===== config.mk =====
export PLATFORM = sky130hd
export DESIGN_NAME = vlats_vec_cell
export DESIGN_NICKNAME = d
export VERILOG_FILES = /design/src/design/vlats_pkg.sv /design/src/design/vlats_vec_cell.sv
export SDC_FILE = /design/constraint.sdc
export NUM_CORES = 1
export LEC_CHECK = 0
export ABC_AREA = 1
export BUFFER_PORTS_ARGS = -buffer_cell sky130_fd_sc_hd__buf_2
export CORE_ASPECT_RATIO = 0.5
export CORE_UTILIZATION = 56
export CTS_BUF_LIST = sky130_fd_sc_hd__clkbuf_2
export CTS_CLUSTER_DIAMETER = 30
export DETAILED_ROUTE_END_ITERATION = 16
export PLACE_DENSITY = 0.79
export SLEW_MARGIN = 10
export SYNTH_ARGS = -nofsm -noshare
export SYNTH_HDL_FRONTEND = slang
export SYNTH_SLANG_ARGS = --single-unit

===== constraint.sdc =====
create_clock -name clock -period 5.7 [get_ports clock]
set_clock_uncertainty 0.15 [all_clocks]
set_input_delay 0.57 -clock clock [delete_from_list [all_inputs] [get_ports clock]]
set_output_delay 0.57 -clock clock [all_outputs]
set_load 0.01 [all_outputs]

===== src/design/vlats_pkg.sv =====
// ----------------------------------------------------------------------------
// vlats_pkg: shared types, constants and tables of the angle-table shader
// Holds the CORDIC angle table, fixed-point constants and the cell bundle.
// ----------------------------------------------------------------------------
`default_nettype none
package vlats_pkg;

   localparam int GridSteps  = 256;
   localparam int GridBits   = $clog2(GridSteps);
   localparam int Iters      = 14;
   localparam int InvGainQ16 = 39797;
   localparam int StaticScale = 16256;
   localparam int StaticMin  = 12800;
   localparam int LevelMax   = 65536;

   // wide datapath for the CORDIC cells
   localparam int DW = 40;
   typedef logic signed [DW-1:0] dval_type;

   localparam logic signed [DW-1:0] InvGainQ30 = 40'sd652032874;

   function automatic logic signed [16:0] atan_turn(input int i);
      logic signed [16:0] r;
      begin
         unique case (i)
            0: r = 17'sd8192;
            1: r = 17'sd4836;
            2: r = 17'sd2555;
            3: r = 17'sd1297;
            4: r = 17'sd651;
            5: r = 17'sd326;
            6: r = 17'sd163;
            7: r = 17'sd81;
            8: r = 17'sd41;
            9: r = 17'sd20;
            10: r = 17'sd10;
            11: r = 17'sd5;
            12: r = 17'sd3;
            13: r = 17'sd1;
            default: r = 17'sd0;
         endcase
         return r;
      end
   endfunction

   // one CORDIC word: x, y, angle accumulator
   typedef struct packed {
      logic signed [DW-1:0] x;
      logic signed [DW-1:0] y;
      logic signed [17:0]   a;
   } cword_type;

endpackage
`default_nettype wire


===== src/design/vlats_vec_cell.sv =====
// ----------------------------------------------------------------------------
// vlats_vec_cell: one CORDIC vectoring iteration, registered
// Drives y toward zero and accumulates the turned angle.
// ----------------------------------------------------------------------------
`default_nettype none
module vlats_vec_cell import vlats_pkg::*; (
   input  wire logic      clock,
   input  wire logic      adv,
   input  wire logic [3:0] shift,
   input  wire cword_type d_in,
   output cword_type      d_out
);
   cword_type d_ff, d_in_c;
   logic signed [DW-1:0] dx, dy;

   // rotate one step
   always_comb begin
      dx = d_in.x >>> shift;
      dy = d_in.y >>> shift;
      if (d_in.y >= 0) begin
         d_in_c.x = d_in.x + dy;
         d_in_c.y = d_in.y - dx;
         d_in_c.a = d_in.a + 18'(atan_turn(int'(shift)));
      end else begin
         d_in_c.x = d_in.x - dy;
         d_in_c.y = d_in.y + dx;
         d_in_c.a = d_in.a - 18'(atan_turn(int'(shift)));
      end
   end

   always_ff @(posedge clock) begin
      if (adv) d_ff <= d_in_c;
   end
   assign d_out = d_ff;
endmodule
`default_nettype wire


## After elaboration in Yosys (flattened, before gate mapping)

Memories as Yosys holds them, arrays and structs flattened.
Cells that the tools add are included.

- Flip-flop bits (word level): 98
- ROM bits: 448
- Input port bits: 104
- Output and inout port bits: 98
- Logic and storage cells: 17
- Memories: 2

- $add $sub $neg: 6
- Order comparisons: 1
- Shifts and indexed selects: 2
- Multiplexer cells: 3

Memory list:

| memory | words | bits a word | read ports | clocked after Yosys merged registers in | wr ports | RTL line | text |
|---|---|---|---|---|---|---|---|
| (no name shown) | 16 | 14 | 1 | 0 | 0 | vlats_pkg.sv:25 | `unique case (i)` |
| (no name shown) | 16 | 14 | 1 | 0 | 0 | vlats_pkg.sv:25 |  |

Operator list:

| kind | number |
|---|---|
| 98-bit 2-to-1 mux | 1 |
| 40-bit adder | 2 |
| 40-bit by 4-bit >>> shifter with 40-bit output | 2 |
| 40-bit subtractor | 2 |
| 40-bit by 1-bit >= comparator with 1-bit output, second input constant | 1 |
| 17-bit 2-to-1 mux | 2 |
| 18-bit by 17-bit adder with 18-bit output | 1 |
| 18-bit by 17-bit subtractor with 18-bit output | 1 |

## Depth between registers and ports, before layout

- Depth in word-level cells: 4
- Depth in mapped cells: 34
- Mapped depth without buffers: 32

## Least setup slack after synthesis

No wires, ideal clock.

- Path kind: input -> register
- Start point: input port shift[0]
- End point: register d_ff, in the netlist d_out[52], data pin
- Library setup time: 0.252 ns
- Arrival: 4.023 ns
- Data required time: 5.298 ns
- Setup slack: 1.275 ns
- Stages: 27
- Path buffers: 3
- Cells stage by stage: buf_6 -> buf_6 -> buf_6 -> o21ai_0 -> o21ai_1 -> nor2_1 -> nand2_1 -> nand2_1 -> ha_1 -> inv_1 -> nor2_1 -> nand3_2 -> nor2_4 -> nand2_2 -> nor2_4 -> nor2_1 -> xor2_1 -> ha_1 -> nand2_1 -> nor2_1 -> nand2_1 -> o21ai_0 -> a21oi_1 -> o21ai_0 -> nand2_1 -> nand3_1 -> nand2_1

RTL lines:

| item | RTL line | text |
|---|---|---|
| start, declared | vlats_vec_cell.sv:9 | `input wire logic [3:0] shift,` |
| end signal, assigned | vlats_vec_cell.sv:32 | `if (adv) d_ff <= d_in_c;` |
| end, declared | vlats_vec_cell.sv:13 | `cword_type d_ff, d_in_c;` |

==> impl_metrics.yaml <==
die:
  die_y_um: 118
  num_io_pins: 202
  core_mm2: 0.0265
  placementRows: 42
  start_util_pct: 57.2
  chipWidth_um: 235
  die_area_mm2: 0.0278
cts:
  clockBufferDepth: 2
  cts.sinks: 98
  cts.htree.levels: 3
  root_buffer: "clkbuf_2"
  cts.clk_slew.worst_paths_ps: 320
  cts_resized: 0
  cts_buffers: 9
  cts_tree: "built"
timing:
  fin_ws_ps: 1110
  min_period_over_period_pct: 80.6
  holdWs_ps: 33.2
  rsz0062_at_grt: "no"
  finalSetupViolations: 0
  setup_tns_ps: 0
  slew_viol_final: 0
  tightestPinTransition_ps: 775
  finalHoldViolCount: 0
  max_freq_mhz: 218
  timing.slew.headroom_pct: 48.1
  fin_crit_ps: 4590
power_and_ir_drop:
  p_per_area_mw_per_mm2: 238
  pwr-share-clk_pct: 10.6
  power_frac_seq_pct: 28.7
  sw_frac_of_total_pct: 48.9
  p_switching_mw: 1.92
  p_leak_nw: 7.86
  vdd_ir_drop_max_mv: 0.222
  p_int_mw: 2.01
  p_comb_share_pct: 60.7
detailed_routing:
  drt_pre_antenna_iters: 6
  vias: 17325
  vias_per_cell: 5.90
  wl_per_cell_um: 18.3
  initialDrtViolationCount: 2211
  drcViolationCount: 0
  ant_nets: 0
  drt_wl_total_um: 53600
finish:
  nNetsFinal: 2786
  fin_util_pct: 62.2
  drive_gt1_share_pct: 11.4
  final_cell_mix: "nand2_1, nand3_1, inv_1"
  area_growth_pct: 8.78
  instances_no_fill: 2936
  largest_register_ffs: 98
  final_common_cell: "nand2_1"
setup_path:
  cp-start-kind: "input pin"
  crit_fanout: 55
  crit_start: "shift[0]"
  cp_common_cell: "nand2_1"
  cp-end-kind: "flop"
  slowest_delay_ps: 550
  crit_family: "simple AND/OR/NAND/NOR gates"
  crit_buf_inv: 4
  cp.arrival_ps: 5010
  crit_type: "in2reg"
  cp.required_ps: 6110
  crit_slowest_cell: "o21ai_0"
worst_hold_path:
  hold_class: "in2reg"
  worstHoldStart: "d_in[59]"
global_route:
  grt_antenna_before_repair: 5
  grt-ovfl-total: 0
  first_global_vias: 15333
  grt_usage_pct: 37.5
  grt_pass1_wl_um: 81800
  grt_max_degree: 107
place:
  portBuffers: 201
  gp_congestion: 1.01
  place_ws_ps: 405
  hpwl_um: 43800
  dpl.cell_count: 2910
yosys:
  syn_nets: 2639
  synth_seq_cells: 98
  ys.warnings.count: 0
  synth_edf_count: 98
  ys.flop_type: "edfxtp_1"
  synthDistinctLibCells: 51
  synth-async-reset-ratio_pct: 0
  synth_area_mm2: 0.0152
  syn-mean-instance-area_um2: 6.26
  synthCells: 2426
  seq_area_frac_synth_pct: 19.4
status:
  status: "completed"
flow_run:
  max_cap_violations: 0
-- routing by layer --
metal | part of all wire [%] | track usage, % | up-vias | routed length (um)
met5 | 0 | 0 | - | 0
met4 | 2.5 | 10.9 | 0 | 1340
met3 | 11 | 6.89 | 78 | 5690
met2 | 41 | 54.4 | 890 | 21700
met1 | 46 | 56.0 | 7883 | 24800
li1 | - | - | 8474 | -
-- layout make-up --
type	count	area, um^2
clock buffers	9	45.0
multi-input cells	2018	10900
clock inverters	7	93.8
flip-flops and latches	98	2940
fillers	2624	10000
well taps	352	440
repair buffers	218	1220
diodes	6	15.0
inverters	228	861
-- synthesized netlist by cell type, types with 6 or more instances --
cell        n  area share, %
o211ai_1   23            1.1
o221ai_1    7           0.40
xor2_1     99            5.7
nor4_1     18           0.74
o21a_1     15           0.74
nand2_1   681             17
ha_1      106            8.7
nand4_1    26            1.1
buf_2      37            1.2
nor2_1    216            5.3
o21ai_2    10           0.58
buf_6      16            1.2
o21ai_1    30           0.99
buf_1      13           0.32
nor3_1     19           0.63
a31oi_1    25            1.0
nor2_4      6           0.44
a21oi_1   130            4.3
inv_1     219            5.4
clkbuf_1   13           0.32
inv_2       7           0.17
nand2_2    10           0.41
nor2_2     11           0.45
nand3_1   379             12
xnor2_1    56            3.2
nand3_2     7           0.46
edfxtp_1   98             19
o21ai_0    95            3.1
-- path summary, 6_finish.rpt --
check	end	slack [ps]	depth (start not counted)
max	d_out[92]$_DFFE_PP_	1110	26
min	d_out[59]$_DFFE_PP_	30	2
-- timing repair --
action,4_1_cts,5_1_grt
setup buffers,0,0
hold buffers,3,1
endpoints found under the hold margin,3,1
-- power by group through the flow --
stage	Sequential [mW]	Clock, mW	Combinational, mW
after global placement	1.14	0	2.30
after detailed placement	1.15	0	2.31
after floorplan	1.26	0	1.48
final	1.13	0.418	2.39
after CTS	1.13	0.420	2.33
after global routing	1.14	0.449	2.60
-- stage by stage --
stage	cell area, um^2	power (mW)
floorplan	15200	2.74
global placement	16300	3.45
detailed placement	16300	3.46
CTS	16500	3.88
global route	16500	4.20
finish	16500	3.94
-- logic make-up (layout without fill, tap and decap cells) --
kind of cell / after synthesis / in the layout / synth area share, %
AND/OR/NAND/NOR: 1391 / 1391 / 39.8
flip-flops: 98 / 98 / 19.4
adder cells (fa/ha/maj): 109 / 109 / 9.13
buffers and inverters: 310 / 462 / 8.87
XOR/XNOR: 155 / 155 / 8.94
AO/OA/AOI/OAI: 363 / 363 / 13.9
other: 0 / 6 / 0
No activity file was read; power rests on OpenSTA's default activity.
