File: src/design/vlats_pkg.sv
// ----------------------------------------------------------------------------
// vlats_pkg: shared types, constants and tables of the angle-table shader
// Holds the CORDIC angle table, fixed-point constants and the cell bundle.
// ----------------------------------------------------------------------------
`default_nettype none
package vlats_pkg;

   localparam int GridSteps  = 256;
   localparam int GridBits   = $clog2(GridSteps);
   localparam int Iters      = 14;
   localparam int InvGainQ16 = 39797;
   localparam int StaticScale = 16256;
   localparam int StaticMin  = 12800;
   localparam int LevelMax   = 65536;

   // wide datapath for the CORDIC cells
   localparam int DW = 40;
   typedef logic signed [DW-1:0] dval_type;

   localparam logic signed [DW-1:0] InvGainQ30 = 40'sd652032874;

   function automatic logic signed [16:0] atan_turn(input int i);
      logic signed [16:0] r;
      begin
         unique case (i)
            0: r = 17'sd8192;
            1: r = 17'sd4836;
            2: r = 17'sd2555;
            3: r = 17'sd1297;
            4: r = 17'sd651;
            5: r = 17'sd326;
            6: r = 17'sd163;
            7: r = 17'sd81;
            8: r = 17'sd41;
            9: r = 17'sd20;
            10: r = 17'sd10;
            11: r = 17'sd5;
            12: r = 17'sd3;
            13: r = 17'sd1;
            default: r = 17'sd0;
         endcase
         return r;
      end
   endfunction

   // one CORDIC word: x, y, angle accumulator
   typedef struct packed {
      logic signed [DW-1:0] x;
      logic signed [DW-1:0] y;
      logic signed [17:0]   a;
   } cword_type;

endpackage
`default_nettype wire

File: src/design/vlats_rot_cell.sv
// ----------------------------------------------------------------------------
// vlats_rot_cell: one CORDIC rotation iteration, registered
// Drives the residual angle toward zero while turning the vector.
// ----------------------------------------------------------------------------
`default_nettype none
module vlats_rot_cell import vlats_pkg::*; (
   input  wire logic      clock,
   input  wire logic      adv,
   input  wire logic [3:0] shift,
   input  wire cword_type d_in,
   output cword_type      d_out
);
   cword_type d_ff, d_in_c;
   logic signed [DW-1:0] dx, dy;

   // rotate one step
   always_comb begin
      dx = d_in.x >>> shift;
      dy = d_in.y >>> shift;
      if (d_in.a >= 0) begin
         d_in_c.x = d_in.x - dy;
         d_in_c.y = d_in.y + dx;
         d_in_c.a = d_in.a - 18'(atan_turn(int'(shift)));
      end else begin
         d_in_c.x = d_in.x + dy;
         d_in_c.y = d_in.y - dx;
         d_in_c.a = d_in.a + 18'(atan_turn(int'(shift)));
      end
   end

   always_ff @(posedge clock) begin
      if (adv) d_ff <= d_in_c;
   end
   assign d_out = d_ff;
endmodule
`default_nettype wire

File: config.mk
export PLATFORM = sky130hd
export DESIGN_NAME = vlats_rot_cell
export DESIGN_NICKNAME = d
export VERILOG_FILES = /design/src/design/vlats_pkg.sv /design/src/design/vlats_rot_cell.sv
export SDC_FILE = /design/constraint.sdc
export NUM_CORES = 1
export LEC_CHECK = 0
export ABC_CLOCK_PERIOD_IN_PS = 8000
export BUFFER_PORTS_ARGS = -buffer_cell sky130_fd_sc_hd__buf_2
export CAP_MARGIN = 20
export CORE_UTILIZATION = 50
export DETAILED_ROUTE_END_ITERATION = 7
export PLACE_DENSITY = 0.76
export SYNTH_ARGS = -nofsm -noshare
export SYNTH_HDL_FRONTEND = slang
export SYNTH_SLANG_ARGS = --single-unit
File: constraint.sdc
create_clock -name clock -period 8 [get_ports clock]
set_clock_uncertainty 0.15 [all_clocks]
set_input_delay 0.8 -clock clock [delete_from_list [all_inputs] [get_ports clock]]
set_output_delay 0.8 -clock clock [all_outputs]
set_load 0.05 [all_outputs]
### Word level (Yosys, flattened, before mapping)

Memories as Yosys holds them, arrays and structs flattened.
Cells that the tools add are included.

* bits in registers: 98
* bits in read-only memories: 448
* bits of input ports: 104
* output and inout bits: 98
* logic and storage cells: 17
* memories kept: 2

* $add $sub $neg: 6
* $lt $le $gt $ge: 1
* shift-type cells: 2
* mux-type cells: 3

Memory list
* (name not given): words 16, width 14, read ports 1, clocked after memory_dff 0, write ports 0, RTL line vlats_pkg.sv:25 `unique case (i)`
* (name not given): words 16, width 14, read ports 1, clocked after memory_dff 0, write ports 0, RTL line vlats_pkg.sv:25

Operator list (count)
* 98-bit two-way mux: 1
* 40-bit adder: 2
* 40-bit by 4-bit >>> shifter with 40-bit output: 2
* 40-bit subtractor: 2
* 17-bit two-way mux: 2
* 18-bit by 17-bit adder with 18-bit output: 1
* 18-bit by 1-bit >= comparator with 1-bit output, second input constant: 1
* 18-bit by 17-bit subtractor with 18-bit output: 1

### Depth between registers and ports, before layout

Gate-level depths: netlist of the first run.

* depth in word-level cells: 4
* depth in mapped cells: 28
* depth with buffers taken out: 22

### Worst setup path after synthesis of the first run

No wires, ideal clock.

* path kind: input -> register
* start: in shift[2]
* end: reg d_ff (netlist bit d_out[97]), data pin
* setup time: 0.258 ns
* arrival time: 6.278 ns
* data required time: 7.592 ns
* slack: 1.314 ns
* cell stages on the path: 27
* buffers on the path: 7
* cell sequence: clkbuf_1 clkbuf_1 buf_2 clkbuf_1 buf_2 buf_1 buf_1 nand2_1 o21ai_0 ha_1 nand3_1 or2_4 nor3_4 and2_1 a21oi_1 xor2_1 ha_1 a2111oi_0 o21ai_0 o21ai_0 nand3_1 a31oi_1 nor2_1 a21o_1 o311a_1 o22a_1 xnor2_1

RTL lines
* start, declared: RTL line vlats_rot_cell.sv:9 `input wire logic [3:0] shift,`
* end signal, assigned: RTL line vlats_rot_cell.sv:32 `if (adv) d_ff <= d_in_c;`
* end, declared: RTL line vlats_rot_cell.sv:13 `cword_type d_ff, d_in_c;`

==> implementation parameters, run 1 <==
Parameter                              Value

Timing
  Number of hold violations in the final report    0
  Final Slew Violations    0
  Least-Margin Pin Slew    974 ps
  Normalized max-slew margin    34.6%
  Fmax    143 MHz
  Sum Neg Setup Slack    0 ps
  Post-layout minimum cycle time    7010 ps
  Final Setup Violations    0
  RSZ-0062 raised after global routing    no
  Final clock period utilization by the worst path    87.6%

Clock tree
  Sinks on the clock net    98
  Worst-path clk slew    70 ps
  Setup fix buffers added after clock tree synthesis    0
  Clock Tree Root    sky130_fd_sc_hd__clkbuf_16
  CTS max path bufs    2
  Maximum level of the CTS H-tree    3
  Post_cts resized    0
  Num CTS Buffers    9
  Clock tree from TritonCTS    yes
  Number of hold-repair buffers added at the cts stage    0

Die
  Std cell rows    62
  Core box area    28,900 um2
  Overall die area    30,200 um2
  Die width    174 um
  Die boundary height    174 um
  Initial Utilization    51.2%
  Top-Level Pins    202

Pwr
  Combinational Power Share    62.8%
  Power density over the cells    209 nW/um2
  Proportion of total power due to net switching    49.4%
  Sw power    1690 uW
  Clock share of power    13.4%
  Worst IR drop on VDD    0.115 mV
  Internal power    1730 uW
  Sequential share of power    23.7%
  Pleak    0.00677 uW

Setup path
  Highest net fanout along the worst path    66
  CP Capture Type    flip-flop
  Critical path startpoint    shift[3]
  Startpoint type of the worst setup path    input port
  Critical path arrival    6970 ps
  Critical path endpoint    d_out[90]
  Worst Path Required    7970 ps
  Worst setup path category    input port to flip-flop

Place
  Sum of net half-perimeters after detailed placement    40,000 um
  Quantity of I/O buffers inserted on ports    201
  GP Congestion    1.11
  Area after detailed placement    16,000 um2
  Placed cells    2,203

Hold path
  Class of the most critical hold timing path    input port to flip-flop

Detailed routing
  Detailed router's first-iteration violation count    1,959
  Post-route DRC    0
  Total detailed-routing wirelength    51,400 um
  Via total after detailed routing    14,600
  Via/cell ratio    6.60
  Total iterations of the first detailed-routing run    8
  Post-DR wirelength/cell    23.1 um
  Post-detailed-route count of antenna-violating nets    0

Yosys
  Seq/Total Area, Yosys    19.9%
  Dominant register cell in the synthesized netlist    sky130_fd_sc_hd__edfxtp_1
  Number of distinct library cell variants in the gate-level netlist after synthesis    90
  Cells after synthesis    1,685
  Post-synth ARST share    0%
  Synth warn    0
  #FFs+latches synth    98
  Cell Area, Synth    14,800 um2
  Number of synthesized flops with an enable pin    98
  Synthesized area per cell    8.77 um2
  Net count after synthesis    1,898

Finish
  # fillers    2,660
  Layout cells sized above 1    20.7%
  Leading cell types in the layout, fill and taps excluded    sky130_fd_sc_hd__nand2_1, sky130_fd_sc_hd__buf_2, sky130_fd_sc_hd__a21oi_1
  Post-layout instance count excluding filler cells    2,219
  # diodes    0
  Signed area change from the synthesized netlist to the final layout    10.4%
  Footprint of the multi-input gates    11,200 um2
  Finished layout cell area    16,300 um2
  Number of flip-flops under the largest register name    98
  Commonest non-fill, non-tap cell in the layout    sky130_fd_sc_hd__nand2_1
  Layout net count    2,043
  Area used by sequential logic in the layout    2940 um2

GRT
  Antenna violations before repair    1
  Final global-route overflow total    0
  Largest net degree at the start of global routing    67
  Number of global-route vias before repair    13,600
  GRT Total Usage    33.3%
  Wire length of the first global-routing pass    77,800 um

Flow run
  Max-cap violations    0

Outcome
  Run status    completed
## critical path: stages
cell	delay, ps
sky130_fd_sc_hd__buf_4	600
sky130_fd_sc_hd__buf_4	410
sky130_fd_sc_hd__mux4_2	400
sky130_fd_sc_hd__mux2i_1	210
sky130_fd_sc_hd__mux2i_1	160
sky130_fd_sc_hd__a211oi_1	380
sky130_fd_sc_hd__nand3_1	200
sky130_fd_sc_hd__nor2_1	500
sky130_fd_sc_hd__nand2_1	260
sky130_fd_sc_hd__o21ai_0	280
sky130_fd_sc_hd__xnor2_1	160
sky130_fd_sc_hd__ha_1	410
sky130_fd_sc_hd__nand2_1	100
sky130_fd_sc_hd__nor2_1	330
sky130_fd_sc_hd__and3_1	210
sky130_fd_sc_hd__a21boi_0	430
sky130_fd_sc_hd__o21ai_0	200
sky130_fd_sc_hd__a21oi_1	330
sky130_fd_sc_hd__a21o_1	200
sky130_fd_sc_hd__a21o_1	120
sky130_fd_sc_hd__a21oi_1	70
sky130_fd_sc_hd__xnor2_1	130
## routing by layer
metal  vias up  GRT usage [%]  wire length, um
li1       6644              -                -
met1      6857           45.3            20500
met2       959           47.9            21100
met3       185           10.0             6870
met4         2           16.4             2890
met5         -              0               12
## worst min-delay path by stage
stage                     startpoint   endpoint  slack [ps]  cells past startpoint
after floorplan                  adv   d_out[0]         760                      0
after global placement       d_in[1]   d_out[1]        1020                      2
after detailed placement    d_in[18]  d_out[18]        1020                      2
after CTS                    d_in[1]   d_out[1]         650                      2
after global routing        d_in[18]  d_out[18]         660                      2
final                        d_in[1]   d_out[1]         660                      2
## final cells by class
cell class                      count  share of cell area [%]
Timing Repair Buffer              223                    7.28
Inverter                           40                   0.921
Multi-Input combinational cell   1458                    69.0
Clock inverter                      7                   0.476
Sequential cell                    98                    18.0
Tap cell                          384                    2.95
Clock buffer                        9                    1.38
## through the flow
| stage | utilization, % | setup slack, ps | total power [uW] | hold WS [ps] |
|---|---|---|---|---|
| after global routing | 56.5 | 769 | 3590 | 656 |
| final | 56.5 | 993 | 3410 | 655 |
| after detailed placement | 55.5 | 845 | 2920 | 1020 |
| after global placement | 55.5 | 934 | 2900 | 1020 |
| after floorplan | - | 1310 | 2430 | 762 |
| after CTS | 56.5 | 1210 | 3390 | 647 |
## synthesized netlist by cell type (4+ instances only)
library cell / instances / area (um2)
sky130_fd_sc_hd__buf_4: 4 / 30.0
sky130_fd_sc_hd__a2111oi_0: 7 / 61.3
sky130_fd_sc_hd__nand2b_1: 22 / 138
sky130_fd_sc_hd__o31a_1: 4 / 35.0
sky130_fd_sc_hd__o21ai_0: 108 / 541
sky130_fd_sc_hd__and2_1: 15 / 93.8
sky130_fd_sc_hd__a21o_1: 39 / 293
sky130_fd_sc_hd__a31oi_1: 23 / 144
sky130_fd_sc_hd__nand2_1: 217 / 815
sky130_fd_sc_hd__mux2_2: 20 / 225
sky130_fd_sc_hd__and3_1: 9 / 56.3
sky130_fd_sc_hd__buf_2: 19 / 95.1
sky130_fd_sc_hd__nor4_1: 4 / 25.0
sky130_fd_sc_hd__xnor2_1: 94 / 823
sky130_fd_sc_hd__or3_1: 6 / 37.5
sky130_fd_sc_hd__o21bai_1: 12 / 90.1
sky130_fd_sc_hd__o211ai_1: 15 / 113
sky130_fd_sc_hd__a211oi_1: 13 / 97.6
sky130_fd_sc_hd__o31ai_1: 11 / 82.6
sky130_fd_sc_hd__clkbuf_1: 34 / 128
sky130_fd_sc_hd__o21a_1: 19 / 143
sky130_fd_sc_hd__nor2b_1: 23 / 144
sky130_fd_sc_hd__a21boi_0: 5 / 37.5
sky130_fd_sc_hd__inv_1: 37 / 139
sky130_fd_sc_hd__o41ai_1: 4 / 35.0
sky130_fd_sc_hd__or2_2: 9 / 56.3
sky130_fd_sc_hd__buf_1: 23 / 86.3
sky130_fd_sc_hd__o21ai_1: 4 / 20.0
sky130_fd_sc_hd__mux4_2: 86 / 1940
sky130_fd_sc_hd__nor2_1: 116 / 435
sky130_fd_sc_hd__buf_6: 9 / 101
sky130_fd_sc_hd__edfxtp_1: 98 / 2940
sky130_fd_sc_hd__o22ai_1: 10 / 62.6
sky130_fd_sc_hd__nor3_1: 35 / 175
sky130_fd_sc_hd__a21oi_1: 140 / 701
sky130_fd_sc_hd__nand3_1: 38 / 190
sky130_fd_sc_hd__mux2i_1: 69 / 691
sky130_fd_sc_hd__xor2_1: 72 / 631
sky130_fd_sc_hd__nand4_1: 8 / 50.1
sky130_fd_sc_hd__mux2_1: 6 / 67.6
sky130_fd_sc_hd__nand3b_1: 4 / 30.0
sky130_fd_sc_hd__a211o_1: 5 / 43.8
sky130_fd_sc_hd__ha_1: 106 / 1330
## power groups by stage
stage          clock, uW  combinational (uW)  sequential [uW]
2_1_floorplan          0                1090             1340
3_3_place_gp           0                2070              823
3_5_place_dp           0                2100              823
4_1_cts              467                2110              813
5_1_grt              483                2280              827
6_report             459                2140              810
## cell families after synthesis
logic type / synth area share (%)
flops: 19.9
buf+inv: 4.00
compound gates: 20.1
simple gates: 17.0
mux: 19.8
fa+ha+maj: 9.38
xor+xnor: 9.84
No activity file was read; power rests on OpenSTA's default activity.
==> inputs of run 2 (changes only) <==
--- a/config.mk
+++ b/config.mk
@@ -10,7 +10,8 @@
 export CAP_MARGIN = 20
 export CORE_UTILIZATION = 50
 export DETAILED_ROUTE_END_ITERATION = 7
-export PLACE_DENSITY = 0.76
+export PLACE_DENSITY_LB_ADDON = 0.25
 export SYNTH_ARGS = -nofsm -noshare
 export SYNTH_HDL_FRONTEND = slang
 export SYNTH_SLANG_ARGS = --single-unit
+export TNS_END_PERCENT = 50
==> run 2 against run 1 <==
Maximum frequency increased by 3.6%. Core utilization about the same. Sequential cell count unchanged. Cell area about the same. Critical endpoint is now d_out[97]. Power decreased by 0.38%. Count of clock-buffer cells in the layout increased by 1. Highest routed layer unchanged.
==> implementation parameters, run 2 (same netlist as run 1, synthesis figures left out) <==
Parameter                              Value

Setup path
  Critical path arrival    6730 ps
  Number of buffers and inverters on the critical path    2
  Startpoint type of the worst setup path    input port
  Highest net fanout along the worst path    95
  Crit-path leading delay family    compound AO/OA/AOI/OAI gates
  Slowest cell on the critical path    sky130_fd_sc_hd__or4b_1
  Slowest cell delay on critical path    570 ps
  Worst setup path category    input port to flip-flop
  CP Capture Type    flip-flop
  Ordered list of cells on the worst path    buf_4 > buf_12 > nand2b_1 > o21a_1 > o41ai_1 > or4b_1 > a21oi_1 > and2_1 > nand4_1 > or2_1 > o21ai_1 > xor2_1 > ha_1 > and3_1 > a221oi_1 > o21ai_0 > a21o_1 > o311a_1 > o22a_1 > xnor2_1
  Worst Path Required    7970 ps

Finish
  Leading cell types in the layout, fill and taps excluded    sky130_fd_sc_hd__nand2_1, sky130_fd_sc_hd__buf_2, sky130_fd_sc_hd__a21oi_1
  Signed area change from the synthesized netlist to the final layout    10.4%
  Post-layout utilization of the core    56.5%
  Layout net count    2,042
  Number of flip-flops under the largest register name    98
  Layout cells sized above 1    20.6%
  Commonest non-fill, non-tap cell in the layout    sky130_fd_sc_hd__nand2_1
  Finished layout cell area    16,300 um2

Pwr
  Sequential share of power    23.8%
  Proportion of total power due to net switching    49.2%
  Pleak    0.00676 uW
  Worst IR drop on VDD    0.122 mV
  Sw power    1670 uW
  Power density over the cells    208 nW/um2
  Internal power    1720 uW
  Clock share of power    13.2%
  Combinational Power Share    63.0%

Clock tree
  Setup fix buffers added after clock tree synthesis    0
  Num CTS Buffers    9
  Worst-path clk slew    60 ps
  Maximum level of the CTS H-tree    3
  Clock tree from TritonCTS    yes
  Number of hold-repair buffers added at the cts stage    0
  CTS max path bufs    2
  Post_cts resized    0
  Clock Tree Root    sky130_fd_sc_hd__clkbuf_16
  Sinks on the clock net    98

Detailed routing
  Post-route DRC    0
  Total detailed-routing wirelength    49,300 um
  Total iterations of the first detailed-routing run    8
  Detailed router's first-iteration violation count    1,704
  Via/cell ratio    6.50
  Via total after detailed routing    14,400
  Post-detailed-route count of antenna-violating nets    0
  Post-DR wirelength/cell    22.2 um

Flow run
  Max-cap violations    0

Timing
  Hold WS    673 ps
  Sum Neg Setup Slack    0 ps
  Final clock period utilization by the worst path    84.5%
  Final Setup Violations    0
  Final Slew Violations    0
  RSZ-0062 raised after global routing    no
  Fmax    148 MHz
  Normalized max-slew margin    34.4%
  Post-layout minimum cycle time    6760 ps
  Least-Margin Pin Slew    974 ps
  Number of hold violations in the final report    0

Hold path
  Hold depth    2
  Source of the worst hold timing path    d_in[1]
  Class of the most critical hold timing path    input port to flip-flop
  Worst hold path endpoint    d_out[1]

Outcome
  Run status    completed

Die
  Initial Utilization    51.2%
  Die width    174 um
  Top-Level Pins    202
  Overall die area    30,200 um2
  Die boundary height    174 um
  Std cell rows    62
  Core box area    28,900 um2

Place
  GP Congestion    1.05
  Sum of net half-perimeters after detailed placement    39,100 um
  Area after detailed placement    16,000 um2
  Quantity of I/O buffers inserted on ports    201

GRT
  Largest net degree at the start of global routing    96
  Wire length of the first global-routing pass    75,400 um
  Final global-route overflow total    0
  Number of global-route vias before repair    13,200
  Antenna violations before repair    3
  GRT Total Usage    32.2%
-- run 2: final cells by class --
cell class,count,area (um2)
diodes,3,7.51
repair buffers,222,1190
inverters,40,150
fillers,2695,12500
multi-input cells,1458,11200
well taps,384,480
clock inverters,6,66.3
flip-flops and latches,98,2940
clock buffers,10,229
-- run 2: power by group through the flow --
stage	sequential, uW	clock, uW	combinational [uW]
5_1_grt	822	476	2290
6_report	807	450	2140
3_3_place_gp	817	0	2080
3_5_place_dp	820	0	2100
4_1_cts	810	461	2110
2_1_floorplan	1340	0	1090
-- run 2: how the worst max path moves through the flow --
| stage | start | to | depth (start not counted) |
|---|---|---|---|
| CTS | shift[0] | d_out[97] | 20 |
| finish | shift[3] | d_out[97] | 20 |
| floorplan | shift[2] | d_out[97] | 27 |
| global placement | shift[0] | d_out[97] | 20 |
| global route | shift[0] | d_out[97] | 20 |
| detailed placement | shift[0] | d_out[97] | 20 |
-- run 2: routing by layer --
metal | vias up | track usage, % | wire length, um
li1 | 6648 | - | -
met1 | 6842 | 44.7 | 20300
met2 | 813 | 48.7 | 21500
met3 | 134 | 8.25 | 5990
met4 | 2 | 10.9 | 1570
met5 | - | 0 | 17
-- run 2: per-stage QoR --
stage | instances | total power (uW) | setup slack (ps)
6_report | 2221 | 3400 | 1240
5_1_grt | 2219 | 3580 | 807
4_1_cts | 2218 | 3380 | 1330
3_5_place_dp | 2202 | 2920 | 960
3_3_place_gp | 2202 | 2900 | 996
2_1_floorplan | 1685 | 2430 | 1310
